<file path="src/rtl/core/stc_pkg.sv">
// Package for the sequencer transport control: types, codes and constants.
package stc_pkg;

	localparam int unsigned MaxBarsDefault = 8192;
	localparam int unsigned DefaultTpqDefault = 960;
	localparam int unsigned TickW = 40;
	localparam int unsigned BarW = 16;
	localparam int unsigned TpqW = 16;
	localparam int unsigned DeltaW = 32;
	localparam int unsigned CmdW = 3;
	localparam int unsigned ModeW = 2;
	localparam int unsigned CfgIdxW = 2;
	localparam int unsigned CntW = 6;

	typedef enum logic [CmdW-1:0] {
		CMD_PLAY   = 3'd0,
		CMD_STOP   = 3'd1,
		CMD_RECORD = 3'd2,
		CMD_SEEK   = 3'd3,
		CMD_QUERY  = 3'd4
	} cmd_t;

	typedef enum logic [ModeW-1:0] {
		MODE_STOPPED   = 2'd0,
		MODE_PLAYING   = 2'd1,
		MODE_RECORDING = 2'd2
	} mode_t;

	typedef enum logic [CfgIdxW-1:0] {
		REG_TPQ        = 2'd0,
		REG_LOOP_START = 2'd1,
		REG_SONG_START = 2'd2,
		REG_SONG_LEN   = 2'd3
	} reg_idx_t;

	typedef enum logic [2:0] {
		ST_IDLE,
		ST_DIV1,
		ST_SEEK,
		ST_MUL,
		ST_DIV2,
		ST_OUT
	} state_t;

	// controller -> datapath
	typedef struct packed {
		logic cmd_load;
		logic div_start;
		logic div_step;
		logic seek_calc;
		logic mul_start;
		logic mul_step;
		logic out_load;
	} dp_cmd_t;

	// datapath -> controller
	typedef struct packed {
		logic div_last;
		logic mul_last;
		logic seek_go;
	} dp_stat_t;

endpackage

</file>
<file path="src/rtl/core/sequencer_transport_control.sv">
// Top level of the sequencer transport control.
// Takes one transport request at a time (play, stop, record, seek, query) and returns one
// result with mode, cursor tick and 1-based bar/beat/sixteenth. Before out_valid rises,
// the block runs two serial divisions of the cursor by the bar length (one quotient
// bit per cycle; the first gives the current bar for seek, the second the display
// position of the updated cursor) and then loads the output register. A seek into a
// non-empty song adds a target step and a shift-add multiply between the two divisions.
// The next request is taken the cycle after the result is loaded; a result still
// waiting for out_ready holds the block before that load. Configuration writes go
// straight to registers and should be made while no request is in flight.
module sequencer_transport_control #(
	parameter int unsigned MAX_BARS = stc_pkg::MaxBarsDefault,
	parameter int unsigned DEFAULT_TICKS_PER_QUARTER = stc_pkg::DefaultTpqDefault
) (
	input  logic                         clk,
	input  logic                         arst_n,
	input  logic                         cfg_we,
	input  logic [stc_pkg::CfgIdxW-1:0]  cfg_index,
	input  logic [stc_pkg::TickW-1:0]    cfg_data,
	input  logic                         in_valid,
	output logic                         in_ready,
	input  logic [stc_pkg::CmdW-1:0]     cmd,
	input  logic [stc_pkg::DeltaW-1:0]   bar_delta,
	output logic                         out_valid,
	input  logic                         out_ready,
	output logic [stc_pkg::ModeW-1:0]    transport_mode,
	output logic [stc_pkg::TickW-1:0]    cursor_tick,
	output logic [stc_pkg::BarW-1:0]     display_bar,
	output logic [7:0]                   display_beat,
	output logic [7:0]                   display_sixteenth
);
	import stc_pkg::*;

	dp_cmd_t  ctl;
	dp_stat_t stat;

	stc_ctrl u_ctrl (
		.clk, .arst_n, .in_valid, .in_ready, .out_valid, .out_ready, .stat, .ctl
	);

	stc_datapath #(
		.MAX_BARS(MAX_BARS),
		.DEFAULT_TICKS_PER_QUARTER(DEFAULT_TICKS_PER_QUARTER)
	) u_dp (
		.clk, .arst_n, .cfg_we, .cfg_index, .cfg_data, .cmd, .bar_delta, .ctl, .stat,
		.transport_mode, .cursor_tick, .display_bar, .display_beat, .display_sixteenth
	);

endmodule

</file>
<file path="src/rtl/core/stc_datapath.sv">
// Datapath: transport state, serial divider, shift-add multiplier, display math.
module stc_datapath #(
	parameter int unsigned MAX_BARS = stc_pkg::MaxBarsDefault,
	parameter int unsigned DEFAULT_TICKS_PER_QUARTER = stc_pkg::DefaultTpqDefault
) (
	input  logic                         clk,
	input  logic                         arst_n,
	input  logic                         cfg_we,
	input  logic [stc_pkg::CfgIdxW-1:0]  cfg_index,
	input  logic [stc_pkg::TickW-1:0]    cfg_data,
	input  logic [stc_pkg::CmdW-1:0]     cmd,
	input  logic [stc_pkg::DeltaW-1:0]   bar_delta,
	input  stc_pkg::dp_cmd_t             ctl,
	output stc_pkg::dp_stat_t            stat,
	output logic [stc_pkg::ModeW-1:0]    transport_mode,
	output logic [stc_pkg::TickW-1:0]    cursor_tick,
	output logic [stc_pkg::BarW-1:0]     display_bar,
	output logic [7:0]                   display_beat,
	output logic [7:0]                   display_sixteenth
);
	import stc_pkg::*;

	localparam logic [TpqW-1:0] DefTpq = TpqW'(DEFAULT_TICKS_PER_QUARTER);
	localparam logic [BarW:0] MaxBars = (BarW+1)'(MAX_BARS);
	localparam int unsigned BlW = TpqW + 2;

	logic [TpqW-1:0]  tpq_q, song_len_q;
	logic [TickW-1:0] loop_start_q, song_start_q;
	mode_t            mode_q;
	logic [1:0]       presses_q;
	logic [TickW-1:0] cursor_q;
	logic [DeltaW-1:0] delta_q;
	logic             is_seek_q;

	// divider: cursor / bar_len, one quotient bit per cycle
	logic [TickW-1:0] quo_q;
	logic [BlW-1:0]   rem_q;
	logic [CntW-1:0]  cnt_q;
	logic [BarW-1:0]  target_q;
	logic [TickW-1:0] prod_q;

	logic [TpqW-1:0] q_eff;
	logic [BlW-1:0]  bar_len;
	logic [BlW:0]    rem_sh;
	logic            rem_ge;
	logic [TickW-1:0] prod_fin;

	assign q_eff   = (tpq_q == '0) ? DefTpq : tpq_q;
	assign bar_len = {q_eff, 2'b00};
	assign rem_sh  = {rem_q, quo_q[TickW-1]};
	assign rem_ge  = rem_sh >= {1'b0, bar_len};
	// product including the current target bit; final value on the last step
	assign prod_fin = prod_q + (target_q[BarW-1] ? TickW'(bar_len) : '0);

	assign stat.div_last = (cnt_q == CntW'(TickW-1));
	assign stat.mul_last = (cnt_q == CntW'(BarW-1));
	assign stat.seek_go  = is_seek_q && (song_len_q != '0);

	// seek target (computed after division)
	logic [BarW:0]   bars, last;
	logic [BarW:0]   cur;
	logic [DeltaW:0] span, room, tgt;
	always_comb begin
		bars = (({1'b0, song_len_q}) > MaxBars) ? MaxBars : {1'b0, song_len_q};
		last = bars - 1'b1;
		cur  = (quo_q > TickW'(last)) ? last : quo_q[BarW:0];
		room = (DeltaW+1)'(last - cur);
		if (delta_q[DeltaW-1]) begin
			span = (DeltaW+1)'(33'h1_0000_0000 - {1'b0, delta_q});
			tgt  = (span > (DeltaW+1)'(cur)) ? '0 : (DeltaW+1)'(cur) - span;
		end else begin
			span = {1'b0, delta_q};
			tgt  = (span > room) ? (DeltaW+1)'(last) : (DeltaW+1)'(cur) + span;
		end
	end

	// display from second division: rem -> beat, sixteenth
	logic [BlW-1:0]  inbar;
	logic [7:0]      beat;
	logic [7:0]      six;
	logic [TpqW-1:0] in_q, sub;
	logic [TpqW+1:0] sub3;
	logic [TpqW+1:0] r4;
	always_comb begin
		inbar = rem_q;
		if (inbar >= {q_eff, 1'b0} + {2'b0, q_eff}) begin
			beat = 8'd4; in_q = TpqW'(inbar - ({q_eff, 1'b0} + {2'b0, q_eff}));
		end else if (inbar >= {1'b0, q_eff, 1'b0}) begin
			beat = 8'd3; in_q = TpqW'(inbar - {1'b0, q_eff, 1'b0});
		end else if (inbar >= {2'b0, q_eff}) begin
			beat = 8'd2; in_q = TpqW'(inbar - {2'b0, q_eff});
		end else begin
			beat = 8'd1; in_q = TpqW'(inbar);
		end
		sub  = q_eff >> 2;
		sub3 = {1'b0, sub, 1'b0} + {2'b0, sub};
		r4   = {2'b0, in_q} - (sub3 + {2'b0, sub});
		// leftover ticks past four sixteenths can reach a 6th or 7th count
		if (sub == '0) six = 8'd1;
		else if ({2'b0, in_q} >= sub3 + {2'b0, sub}) six = 8'd5 +
			8'(r4 >= {2'b0, sub}) + 8'(r4 >= {1'b0, sub, 1'b0});
		else if ({2'b0, in_q} >= sub3) six = 8'd4;
		else if (in_q >= {sub[TpqW-2:0], 1'b0}) six = 8'd3;
		else if (in_q >= sub) six = 8'd2;
		else six = 8'd1;
	end

	always_ff @(posedge clk or negedge arst_n) begin
		if (!arst_n) begin
			tpq_q <= '0; song_len_q <= '0; loop_start_q <= '0; song_start_q <= '0;
			mode_q <= MODE_STOPPED; presses_q <= '0; cursor_q <= '0;
			is_seek_q <= 1'b0; cnt_q <= '0;
		end else begin
			if (cfg_we) begin
				case (reg_idx_t'(cfg_index))
					REG_TPQ:        tpq_q <= cfg_data[TpqW-1:0];
					REG_LOOP_START: loop_start_q <= cfg_data;
					REG_SONG_START: song_start_q <= cfg_data;
					REG_SONG_LEN:   song_len_q <= cfg_data[TpqW-1:0];
					default: ;
				endcase
			end
			if (ctl.cmd_load) begin
				is_seek_q <= (cmd == CMD_SEEK);
				case (cmd)
					CMD_PLAY: if (mode_q == MODE_STOPPED) begin
						mode_q <= MODE_PLAYING; presses_q <= '0;
					end
					CMD_STOP: if (mode_q != MODE_STOPPED) begin
						mode_q <= MODE_STOPPED; presses_q <= 2'd1;
					end else begin
						case (presses_q)
							2'd0: presses_q <= 2'd1;
							2'd1: begin cursor_q <= loop_start_q; presses_q <= 2'd2; end
							default: begin cursor_q <= song_start_q; presses_q <= '0; end
						endcase
					end
					CMD_RECORD: begin
						mode_q <= (mode_q == MODE_RECORDING) ? MODE_PLAYING : MODE_RECORDING;
						presses_q <= '0;
					end
					CMD_SEEK: if (song_len_q == '0) begin
						cursor_q <= '0; presses_q <= '0;
					end
					default: ;
				endcase
			end
			if (ctl.div_start || ctl.mul_start) cnt_q <= '0;
			else if (ctl.div_step || ctl.mul_step) cnt_q <= cnt_q + 1'b1;
			if (ctl.seek_calc) presses_q <= '0;
			if (ctl.mul_step && stat.mul_last) cursor_q <= prod_fin;
		end
	end

	// payload registers
	always_ff @(posedge clk) begin
		if (ctl.cmd_load) delta_q <= bar_delta;
		if (ctl.div_start) begin
			// after a seek the new cursor is still on its way into cursor_q
			quo_q <= ctl.mul_step ? prod_fin : cursor_q; rem_q <= '0;
		end else if (ctl.div_step) begin
			rem_q <= rem_ge ? BlW'(rem_sh - {1'b0, bar_len}) : rem_sh[BlW-1:0];
			quo_q <= {quo_q[TickW-2:0], rem_ge};
		end
		if (ctl.seek_calc) target_q <= tgt[BarW-1:0];
		// shift-add product, MSB of target first
		if (ctl.mul_start) begin
			prod_q <= '0;
		end else if (ctl.mul_step) begin
			prod_q <= prod_fin << 1;
			target_q <= {target_q[BarW-2:0], 1'b0};
		end
		if (ctl.out_load) begin
			transport_mode    <= mode_q;
			cursor_tick       <= cursor_q;
			display_bar       <= quo_q[BarW-1:0] + 1'b1;
			display_beat      <= beat;
			display_sixteenth <= six;
		end
	end

endmodule

</file>
<file path="src/rtl/core/stc_ctrl.sv">
// Controller state machine for the transport sequencer.
module stc_ctrl (
	input  logic              clk,
	input  logic              arst_n,
	input  logic              in_valid,
	output logic              in_ready,
	output logic              out_valid,
	input  logic              out_ready,
	input  stc_pkg::dp_stat_t stat,
	output stc_pkg::dp_cmd_t  ctl
);
	import stc_pkg::*;

	state_t state_q, state_d;
	logic   out_valid_q;
	logic   out_free;

	assign out_free  = !out_valid_q || out_ready;
	assign out_valid = out_valid_q;
	assign in_ready  = (state_q == ST_IDLE);

	always_comb begin
		state_d = state_q;
		case (state_q)
			ST_IDLE: if (in_valid) state_d = ST_DIV1;
			ST_DIV1: if (stat.div_last) state_d = stat.seek_go ? ST_SEEK : ST_DIV2;
			ST_SEEK: state_d = ST_MUL;
			ST_MUL:  if (stat.mul_last) state_d = ST_DIV2;
			ST_DIV2: if (stat.div_last) state_d = ST_OUT;
			ST_OUT:  if (out_free) state_d = ST_IDLE;
			default: state_d = ST_IDLE;
		endcase
	end

	always_comb begin
		ctl = '0;
		case (state_q)
			ST_IDLE: begin
				ctl.cmd_load = in_valid;
				ctl.div_start = in_valid;
			end
			ST_DIV1: begin
				ctl.div_step = 1'b1;
				ctl.mul_start = stat.div_last && stat.seek_go;
				ctl.div_start = stat.div_last && !stat.seek_go;
			end
			ST_SEEK: ctl.seek_calc = 1'b1;
			ST_MUL: begin
				ctl.mul_step = 1'b1;
				ctl.div_start = stat.mul_last;
			end
			ST_DIV2: ctl.div_step = 1'b1;
			ST_OUT:  ctl.out_load = out_free;
			default: ;
		endcase
	end

	always_ff @(posedge clk or negedge arst_n) begin
		if (!arst_n) begin
			state_q <= ST_IDLE;
			out_valid_q <= 1'b0;
		end else begin
			state_q <= state_d;
			if (ctl.out_load) out_valid_q <= 1'b1;
			else if (out_ready) out_valid_q <= 1'b0;
		end
	end

	a_one_hot_step: assert property (@(posedge clk) disable iff (!arst_n)
		$onehot0({ctl.div_step, ctl.mul_step, ctl.seek_calc}))
		else $error("datapath steps overlap");
	a_accept_idle: assert property (@(posedge clk) disable iff (!arst_n)
		in_valid && in_ready |=> state_q == ST_DIV1)
		else $error("request not started");
	a_out_hold: assert property (@(posedge clk) disable iff (!arst_n)
		out_valid && !out_ready |=> out_valid)
		else $error("result dropped");
	a_load_free: assert property (@(posedge clk) disable iff (!arst_n)
		ctl.out_load |-> out_free)
		else $error("result overwritten");

endmodule
</file>
<file path="config.mk">
export PLATFORM = sky130hd
export DESIGN_NAME = sequencer_transport_control
export DESIGN_NICKNAME = d
export VERILOG_FILES = /design/src/rtl/core/stc_pkg.sv /design/src/rtl/core/sequencer_transport_control.sv /design/src/rtl/core/stc_datapath.sv /design/src/rtl/core/stc_ctrl.sv
export SDC_FILE = /design/constraint.sdc
export NUM_CORES = 1
export LEC_CHECK = 0
export ABC_AREA = 1
export BUFFER_PORTS_ARGS = -buffer_cell sky130_fd_sc_hd__clkbuf_2
export CORE_AREA = 2 2 255 257
export CTS_CLUSTER_DIAMETER = 80
export DETAILED_ROUTE_END_ITERATION = 12
export DIE_AREA = 0 0 257 259
export HOLD_SLACK_MARGIN = 0.15
export SYNTH_ARGS = -nofsm -noshare
export SYNTH_HDL_FRONTEND = slang
export SYNTH_SLANG_ARGS = --single-unit
export TNS_END_PERCENT = 1
</file>
<file path="constraint.sdc">
create_clock -name clk -period 15.05 [get_ports clk]
set_clock_uncertainty 0.05 [all_clocks]
set_input_delay 1.505 -clock clk [delete_from_list [all_inputs] [get_ports clk]]
set_output_delay 1.505 -clock clk [all_outputs]
set_load 0.03 [all_outputs]
</file>
==> metrics, run 1 <==
CTS tree=yes; grt ovf=0; crit path buf inv count=7; Slew @ Worst Pin=1130 ps; Worst path max stage delay=770 ps; PortBufs=148; post-cts sizing count=0; layout cells sized above 1=9.45%; CP top delay family=compound AO/OA/AOI/OAI gates; Worst Hold Class=flip-flop to flip-flop; R2R depth=51; All-Layer GR Usage=26.3%; post-route cell area=31,600 sq um; Placed Cells=4,613; layout net count=4,199; ys flop type=dfrtp_1; initial antenna violation count=3; most frequent cells in the layout=nand2_1, inv_1, a21oi_1; Core Area=63,900 sq um; Total Wirelength=88,600 um; Final setup viols=0; DRT Pass-1 Iters=5; diode count=0; Mapped Area=28,500 sq um; clk_lat worst skew=620 ps; Die Y=259 um; die area=66,600 sq um; final cell count without fillers=4,697; Reg clk slew, reported paths=60 ps; distinct cell type count after synthesis=77; max-cap viol count=0; Ys Warns=0; Final Hold Fails=0; Inserted Clock Buffers=45; WL per Instance=18.9 um; Placement Cell Area=30,100 sq um; reg2reg end=u_dp.display_sixteenth[0]; Clock Sinks=375; sequential area share after synthesis=34.1%; drt via density=5.42; row cnt=93; Fillers=6,358; 1st-iter DRT viols=2,333; drt drc=0; first-pass GRT wire length=138,000 um; Min-Delay Endpoint=u_dp.cursor_tick[17]; outcome=finished clean; Max clock buf depth=3; Hold Path Origin=u_dp.cursor_q[17]; Max-slew headroom=24.8%; Worst EP required=15,360 ps; synthesized area per cell=7.74 sq um; Initial Util=44.6%; vias=25,470; root buf cell=clkbuf_16; WHS Path Cells=0; Post-synth EDFFs=137; reg2reg start=u_dp.tpq_q[14]; unrepaired setup endpoints after global routing=false; cell mode on critical path=a21oi_1; Startpoint Class=flip-flop; Reg2Reg Setup Slack=5050 ps; Max FO, Critical Path=21; antenna-violating nets left=0; gpl congestion=0.951; max-slew violation count=0; setup bufs post-CTS=0; area delta synth->final=11.1%; boundary pin count=158; critical path class=flip-flop to flip-flop; largest net degree at the start of global routing=90; dpl hpwl=67,400 um; chip width=257 um; commonest non-fill, non-tap cell in the layout=nand2_1; hold_buf cts=0; Async SR Flop Fraction=44.5%; maximum clock frequency=100 MHz; final worst path period need=10,000 ps; vias in the first global route=24,231; synthesized netlist cell count=3,679; FF+latch count, synth=375; CTS H-tree depth=2; Final period util=66.5%; Worst Setup End Kind=flip-flop; setup TNS=0 ps; CP max stage cell=nor2_1; crit path DAT=10,320 ps
## how the worst max path moves through the flow
stage	startpoint	to	slack (ps)	depth (start not counted)
finish	u_dp.tpq_q[14]	u_dp.display_sixteenth[0]	5050	51
CTS	u_dp.tpq_q[14]	u_dp.display_sixteenth[0]	5160	51
detailed placement	u_dp.tpq_q[14]	u_dp.display_sixteenth[0]	5180	51
floorplan	u_dp.song_len_q[2]	u_dp.target_q[5]	6640	53
global placement	u_dp.tpq_q[2]	u_dp.display_sixteenth[0]	5510	52
global route	u_dp.tpq_q[2]	u_dp.display_sixteenth[0]	4090	51
## flip-flops by register name (all words and copies together) (netlist names), 4 cells and up
name,cells
u_dp.quo_q,40
u_dp.cursor_tick,40
u_dp.display_sixteenth,4
u_dp.loop_start_q,40
u_dp.display_bar,16
u_dp.target_q,16
u_dp.song_start_q,40
u_dp.delta_q,32
u_dp.inbar,18
u_dp.tpq_q,16
u_dp.song_len_q,16
u_dp.cnt_q,6
u_dp.prod_q,37
u_dp.cursor_q,40
## synthesized netlist by cell type, drive strengths merged, types with 25 or more instances
library cell	instances	area, sq um
edfxtp	137	4110
a21oi	348	1790
o21ai	275	1380
nor3	53	295
nor4	28	203
dfxtp	71	1420
nand3	148	818
ha	303	3790
nand2	793	3100
nor2	284	1100
xnor2	45	394
o211ai	27	203
o21bai	33	259
nand4	54	338
xor2	159	1390
clkbuf	88	330
dfrtp	167	4180
inv	463	1740
or2	25	156
## layer usage
metal | track usage, % | part of all wire [%] | vias up
met1 | 37.4 | 46 | 11983
met3 | 3.31 | 5.8 | 121
met5 | 0 | 0.030 | -
met4 | 7.11 | 2.5 | 4
met2 | 42.3 | 45 | 735
li1 | - | - | 12627
## final cells by class
type	instances	area [sq um]	area share, %
multi-input combinational	2736	16600	52.5
sequential	375	9710	30.7
inverter	469	1760	5.57
clock buffer	58	1220	3.87
tap	855	1070	3.38
timing repair buffer	178	972	3.07
clock inverter	26	290	0.918
## cell families (layout without fill, tap and decap cells)
group	count (synthesis)	after routing	synth area share (%)
AOI/OAI and AO/OA	808	808	16.2
xor gates and xnor gates	204	204	6.28
adders and majority gates	312	312	13.9
buffers and inverters	577	731	7.87
DFF	375	375	34.1
muxes	2	2	0.0703
other	2	11	0.0264
and+or+nand+nor	1399	1399	21.5
## worst register-to-register path: cells and delay by family (launching register included)
kind | cells | cell delay, ps
AO/OA/AOI/OAI | 20 | 3790
XOR/XNOR | 1 | 220
adder cells (fa/ha/maj) | 6 | 1730
buffers and inverters | 7 | 1110
flip-flops | 1 | 390
AND/OR/NAND/NOR | 17 | 2480
## through the flow
step	hold WS (ps)	setup slack, ps	utilization (%)
after CTS	423	5160	49.5
final	415	5050	49.5
after global routing	428	4090	49.5
after floorplan	375	6640	-
after detailed placement	413	5180	47.2
after global placement	409	5510	47.2
Power of run 1 is not shown: default switching activity piles up to over one toggle a cycle in this logic, so the estimate is an artifact.
==> run 2, diff against run 1 <==
==> constraint.sdc (replaced) <==
create_clock -name clk -period 8.2 [get_ports clk]
set_clock_uncertainty 0.05 [all_clocks]
set_input_delay 0.82 -clock clk [delete_from_list [all_inputs] [get_ports clk]]
set_output_delay 0.82 -clock clk [all_outputs]
set_load 0.03 [all_outputs]
==> run 2 against run 1 <==
  * Fmax rose by 28%
  * Hold slack got worse by 140 ps
  * Flip-flop and latch count did not move
  * Non-clock buffer count rose by 99
  * Worst setup slack got worse by 4700 ps
  * First-iteration DRC count fell by 4.2%
  * Count of clock-buffer cells in the layout rose by 3
  * Sequential share of layout area fell by 1.2 points
  * Die area did not move
  * Routed wire length rose by 2.2%
  * Register-to-register slack got worse by 4700 ps
  * Largest cell class unchanged
==> metrics, run 2 (synthesis gave the netlist of run 1 again) <==
row cnt=93; CP top delay family=compound AO/OA/AOI/OAI gates; area delta synth->final=15.8%; commonest non-fill, non-tap cell in the layout=nand2_1; initial antenna violation count=1; maximum clock frequency=127 MHz; Worst Setup End Kind=flip-flop; Max FO, Critical Path=5; grt ovf=0; clk_lat worst skew=610 ps; layout net count=4,299; outcome=finished clean; chip width=257 um; Placement Cell Area=30,700 sq um; Max clock buf depth=3; Slew @ Worst Pin=1160 ps; drt via density=5.38; antenna-violating nets left=0; All-Layer GR Usage=26.7%; Initial Util=44.6%; Inserted Clock Buffers=46; vias in the first global route=24,275; Worst path max stage delay=400 ps; WL per Instance=18.9 um; max-slew violation count=0; Worst Hold Class=primary input to asynchronous set/reset pin; layout cells sized above 1=13.7%; CTS H-tree depth=2; register area=9710 sq um; die area=66,600 sq um; boundary pin count=158; final cell count without fillers=4,798; Max-slew headroom=22.2%; most frequent cells in the layout=nand2_1, inv_1, a21oi_1; Total Wirelength=90,500 um; 1st-iter DRT viols=2,236; largest net degree at the start of global routing=100; post-route cell area=33,000 sq um; critical path class=flip-flop to flip-flop; dpl hpwl=70,000 um; max-cap viol count=0; crit path buf inv count=7; hold_buf cts=0; Reg clk slew, reported paths=60 ps; CTS tree=yes; DRT Pass-1 Iters=6; drt drc=0; Final setup viols=0; unrepaired setup endpoints after global routing=true; Core Area=63,900 sq um; Worst EP required=8500 ps; final worst path period need=7850 ps; Clock Sinks=375; vias=25,807; first-pass GRT wire length=140,000 um; gpl congestion=0.984; root buf cell=clkbuf_16; Startpoint Class=flip-flop; PortBufs=148; Final Hold Fails=0; CP max stage cell=dfrtp_1; area of the multi-input gates=17,100 sq um; crit path DAT=8150 ps; Placed Cells=4,694; Die Y=259 um; Final period util=95.7%; Fillers=6,256
[run 2: worst register-to-register path: cells and delay by family, from the launching register on]
family	cells	cell delay, ps
adders and majority gates	6	1710
buffers and inverters	7	830
AOI/OAI and AO/OA	17	2370
xor gates and xnor gates	2	500
and+or+nand+nor	14	1740
DFF	1	400
[run 2: through the flow]
step	worst slack [ps]	hold WS, ps	setup TNS [ps]	util (%)
2_1_floorplan	-90.3	375	-119	-
3_3_place_gp	-179	379	-396	48.1
3_5_place_dp	-247	389	-1430	48.1
4_1_cts	-12.3	316	-12.3	50.7
5_1_grt	-119	320	-255	51.6
6_report	354	274	0	51.6
[run 2: path summary, 6_finish.rpt]
kind | start | end | slack, ps | depth (start not counted)
worst max-delay path | u_dp.tpq_q[10] | u_dp.display_sixteenth[0] | 350 | 46
worst min-delay path | arst_n | u_dp.song_start_q[27] | 270 | 1
worst max register to register | u_dp.tpq_q[10] | u_dp.display_sixteenth[0] | 350 | 46
worst min register to register | u_dp.cursor_q[5] | u_dp.cursor_tick[5] | 400 | 0
max in group asynchronous | arst_n | u_dp.song_start_q[2] | 6310 | 2
min in group clk | bar_delta[13] | u_dp.delta_q[13] | 340 | 1
[run 2: area by class of cell]
cell class | count | area share (%)
Timing Repair Buffer | 277 | 5.30
Tap cell | 855 | 3.24
Clock buffer | 61 | 3.75
Inverter | 469 | 5.35
Sequential cell | 375 | 29.5
Antenna cell | 1 | 0.00759
Multi-Input combinational cell | 2736 | 51.9
Clock inverter | 24 | 1.02
[run 2: per-layer routing]
metal | share of wire (%) | track usage [%] | vias up
met4 | 2.8 | 7.17 | 2
met2 | 45 | 42.9 | 749
met5 | 0.014 | 0 | -
met3 | 6.5 | 3.52 | 140
met1 | 45 | 37.7 | 12077
li1 | - | - | 12839
[run 2: repair_timing]
action	4_1_cts	5_1_grt
pin swaps	2	38
cloned	0	0
endpoints found under the setup margin	19	20
setup buffers	2	16
gates resized for setup	8	115
Power of run 2 is left out for the same reason.
==> run 3, diff against run 2 <==
--- a/config.mk
+++ b/config.mk
@@ -5,8 +5,8 @@
 export SDC_FILE = /design/constraint.sdc
 export NUM_CORES = 1
 export LEC_CHECK = 0
-export ABC_AREA = 1
 export BUFFER_PORTS_ARGS = -buffer_cell sky130_fd_sc_hd__clkbuf_2
+export CAP_MARGIN = 0
 export CORE_AREA = 2 2 255 257
 export CTS_CLUSTER_DIAMETER = 80
 export DETAILED_ROUTE_END_ITERATION = 12
==> run 3 against run 2 <==
  * The flow now finishes with violations (setup timing)
  * Synthesized cell count is 14% lower
  * Via count is 1.0% higher
  * Core utilization is 3.1 points higher
  * Worst setup slack worse by 910 ps
  * Global-route usage is 1.7 points higher
  * Hold slack worse by 49 ps
  * Routed wire length is 5.7% higher
  * Cell count is 5.5% lower
  * Register-to-register slack worse by 910 ps
  * Critical endpoint unchanged
==> metrics, run 3 <==
Mapped Area=28,500 sq um; drt via density=5.75; Final setup viols=19; DRT Pass-1 Iters=8; max-cap viol count=0; most frequent cells in the layout=buf_4, ha_1, a21oi_1; Worst Setup End Kind=flip-flop; dpl hpwl=74,600 um; Clock Sinks=375; Async SR Flop Fraction=44.5%; Core Area=63,900 sq um; outcome=finished with violations; Hold WS=225 ps; Total Wirelength=95,700 um; row cnt=93; layout cells sized above 1=23.3%; Startpoint Class=flip-flop; Final Hold Fails=0; Worst EP required=8510 ps; All-Layer GR Usage=28.4%; vias=26,069; vias in the first global route=25,615; synthesized area per cell=9.05 sq um; WL per Instance=21.1 um; distinct cell type count after synthesis=95; area delta synth->final=22.6%; final worst path period need=8760 ps; CTS tree=yes; cell mode on critical path=ha_1; root buf cell=clkbuf_16; failing checks=setup timing; synthesized netlist cell count=3,148; area of the multi-input gates=17,900 sq um; Reg clk slew, reported paths=60 ps; FF+latch count, synth=375; critical path class=flip-flop to flip-flop; most frequent cell after synthesis=ha_1; Final period util=107%; CTS H-tree depth=2; Inserted Clock Buffers=46; PortBufs=148; Synth area leader=dfrtp_1; max-slew violation count=0; Die Y=259 um; first-pass GRT wire length=148,000 um; CP max stage cell=or4_1; initial antenna violation count=1; Slew @ Worst Pin=1050 ps; Ys Warns=0; layout net count=4,034; Max FO, Critical Path=6; unrepaired setup endpoints after global routing=true; Fillers=5,839; crit path DAT=9070 ps; commonest non-fill, non-tap cell in the layout=buf_4; gpl congestion=0.969; hold_buf cts=0; ys flop type=dfrtp_1; drt drc=0; Crit. Startpoint=u_dp.tpq_q[2]; largest net degree at the start of global routing=96; maximum clock frequency=114 MHz; 1st-iter DRT viols=2,132; top cells by count, synth=ha_1, a21oi_1, nand2_1, nor2_1, o21ai_0; register area=9720 sq um; sequential area share after synthesis=34.1%; Post-synth EDFFs=137; clk_lat worst skew=640 ps; Synth top area share=14.7%; grt ovf=0; final setup margin=-560 ps; Worst Hold Class=primary input to asynchronous set/reset pin; boundary pin count=158; antenna-violating nets left=0; Max-slew headroom=30.1%; Synth area leaders=dfrtp_1, edfxtp_1, ha_1; Worst path max stage delay=510 ps; die area=66,600 sq um; chip width=257 um; reg2reg start=u_dp.tpq_q[2]; Max clock buf depth=3; Initial Util=44.6%
[run 3: changes by cell type after synthesis, sizes merged, moves of 68 or more]
cell / before / now
a21o: 8 / 97
a21oi: 348 / 257
inv: 463 / 165
mux2: 0 / 109
nand2: 793 / 251
nand3: 148 / 68
xnor2: 45 / 113
xor2: 159 / 75
[run 3: per-stage QoR]
stage	area [sq um]	setup TNS, ps	std cells	setup slack, ps	util, %
2_1_floorplan	28600	-5060	3157	-556	-
3_3_place_gp	33000	-9140	4439	-631	51.6
3_5_place_dp	33000	-9630	4439	-792	51.6
4_1_cts	34800	-5930	4531	-562	54.5
5_1_grt	34900	-15100	4533	-1180	54.7
6_report	34900	-4470	4534	-560	54.7
[run 3: repair_timing]
item                                    4_1_cts  5_1_grt
resized for setup                            24       24
pin swaps                                    11        4
endpoints found under the setup margin       20       20
setup buffers                                 6        2
cloned                                        0        0
[run 3: kinds of logic (layout without fill, tap and decap cells)]
group,Yosys count,after routing,synth area share (%)
multiplexers,176,176,6.68
other,2,12,0.0264
AO/OA/AOI/OAI,849,849,18.9
adder cells (fa/ha/maj),312,312,13.9
buffers and inverters,300,821,4.12
flip-flops,375,375,34.1
AND/OR/NAND/NOR,946,946,16.4
XOR/XNOR,188,188,5.81
[run 3: path summary, 6_finish.rpt]
kind                       slack, ps  cells after the start                        end
hold reg to reg                  420                      2            u_dp.prod_q[12]
setup reg to reg                -560                     48  u_dp.display_sixteenth[0]
min in group clk                 350                      1            u_dp.delta_q[6]
setup / recovery                -560                     48  u_dp.display_sixteenth[0]
hold / removal                   230                      1      u_dp.loop_start_q[28]
max in group asynchronous       6260                      2              u_dp.tpq_q[1]
[run 3: per-layer routing]
layer,global-route usage [%],part of all wire (%)
met5,0,0
met4,7.86,2.6
met3,2.95,5.5
met2,47.7,47
met1,38.9,45
[run 3: critical path: cells and delay by family, from the launching register on]
kind                     cells  cell delay, ps
AND/OR/NAND/NOR             18            2750
adder cells (fa/ha/maj)      6            1600
AO/OA/AOI/OAI               18            3100
flip-flops                   1             390
buffers and inverters        5             470
XOR/XNOR                     1             120
[run 3: final cells by class]
class                   count  area share, %
clock buffers              60           3.80
multi-input cells        2482           51.2
well taps                 855           3.06
inverters                 167           1.80
repair buffers            568           11.2
flip-flops and latches    375           27.8
clock inverters            26           1.07
diodes                      1        0.00716
Power of run 3 is left out for the same reason.
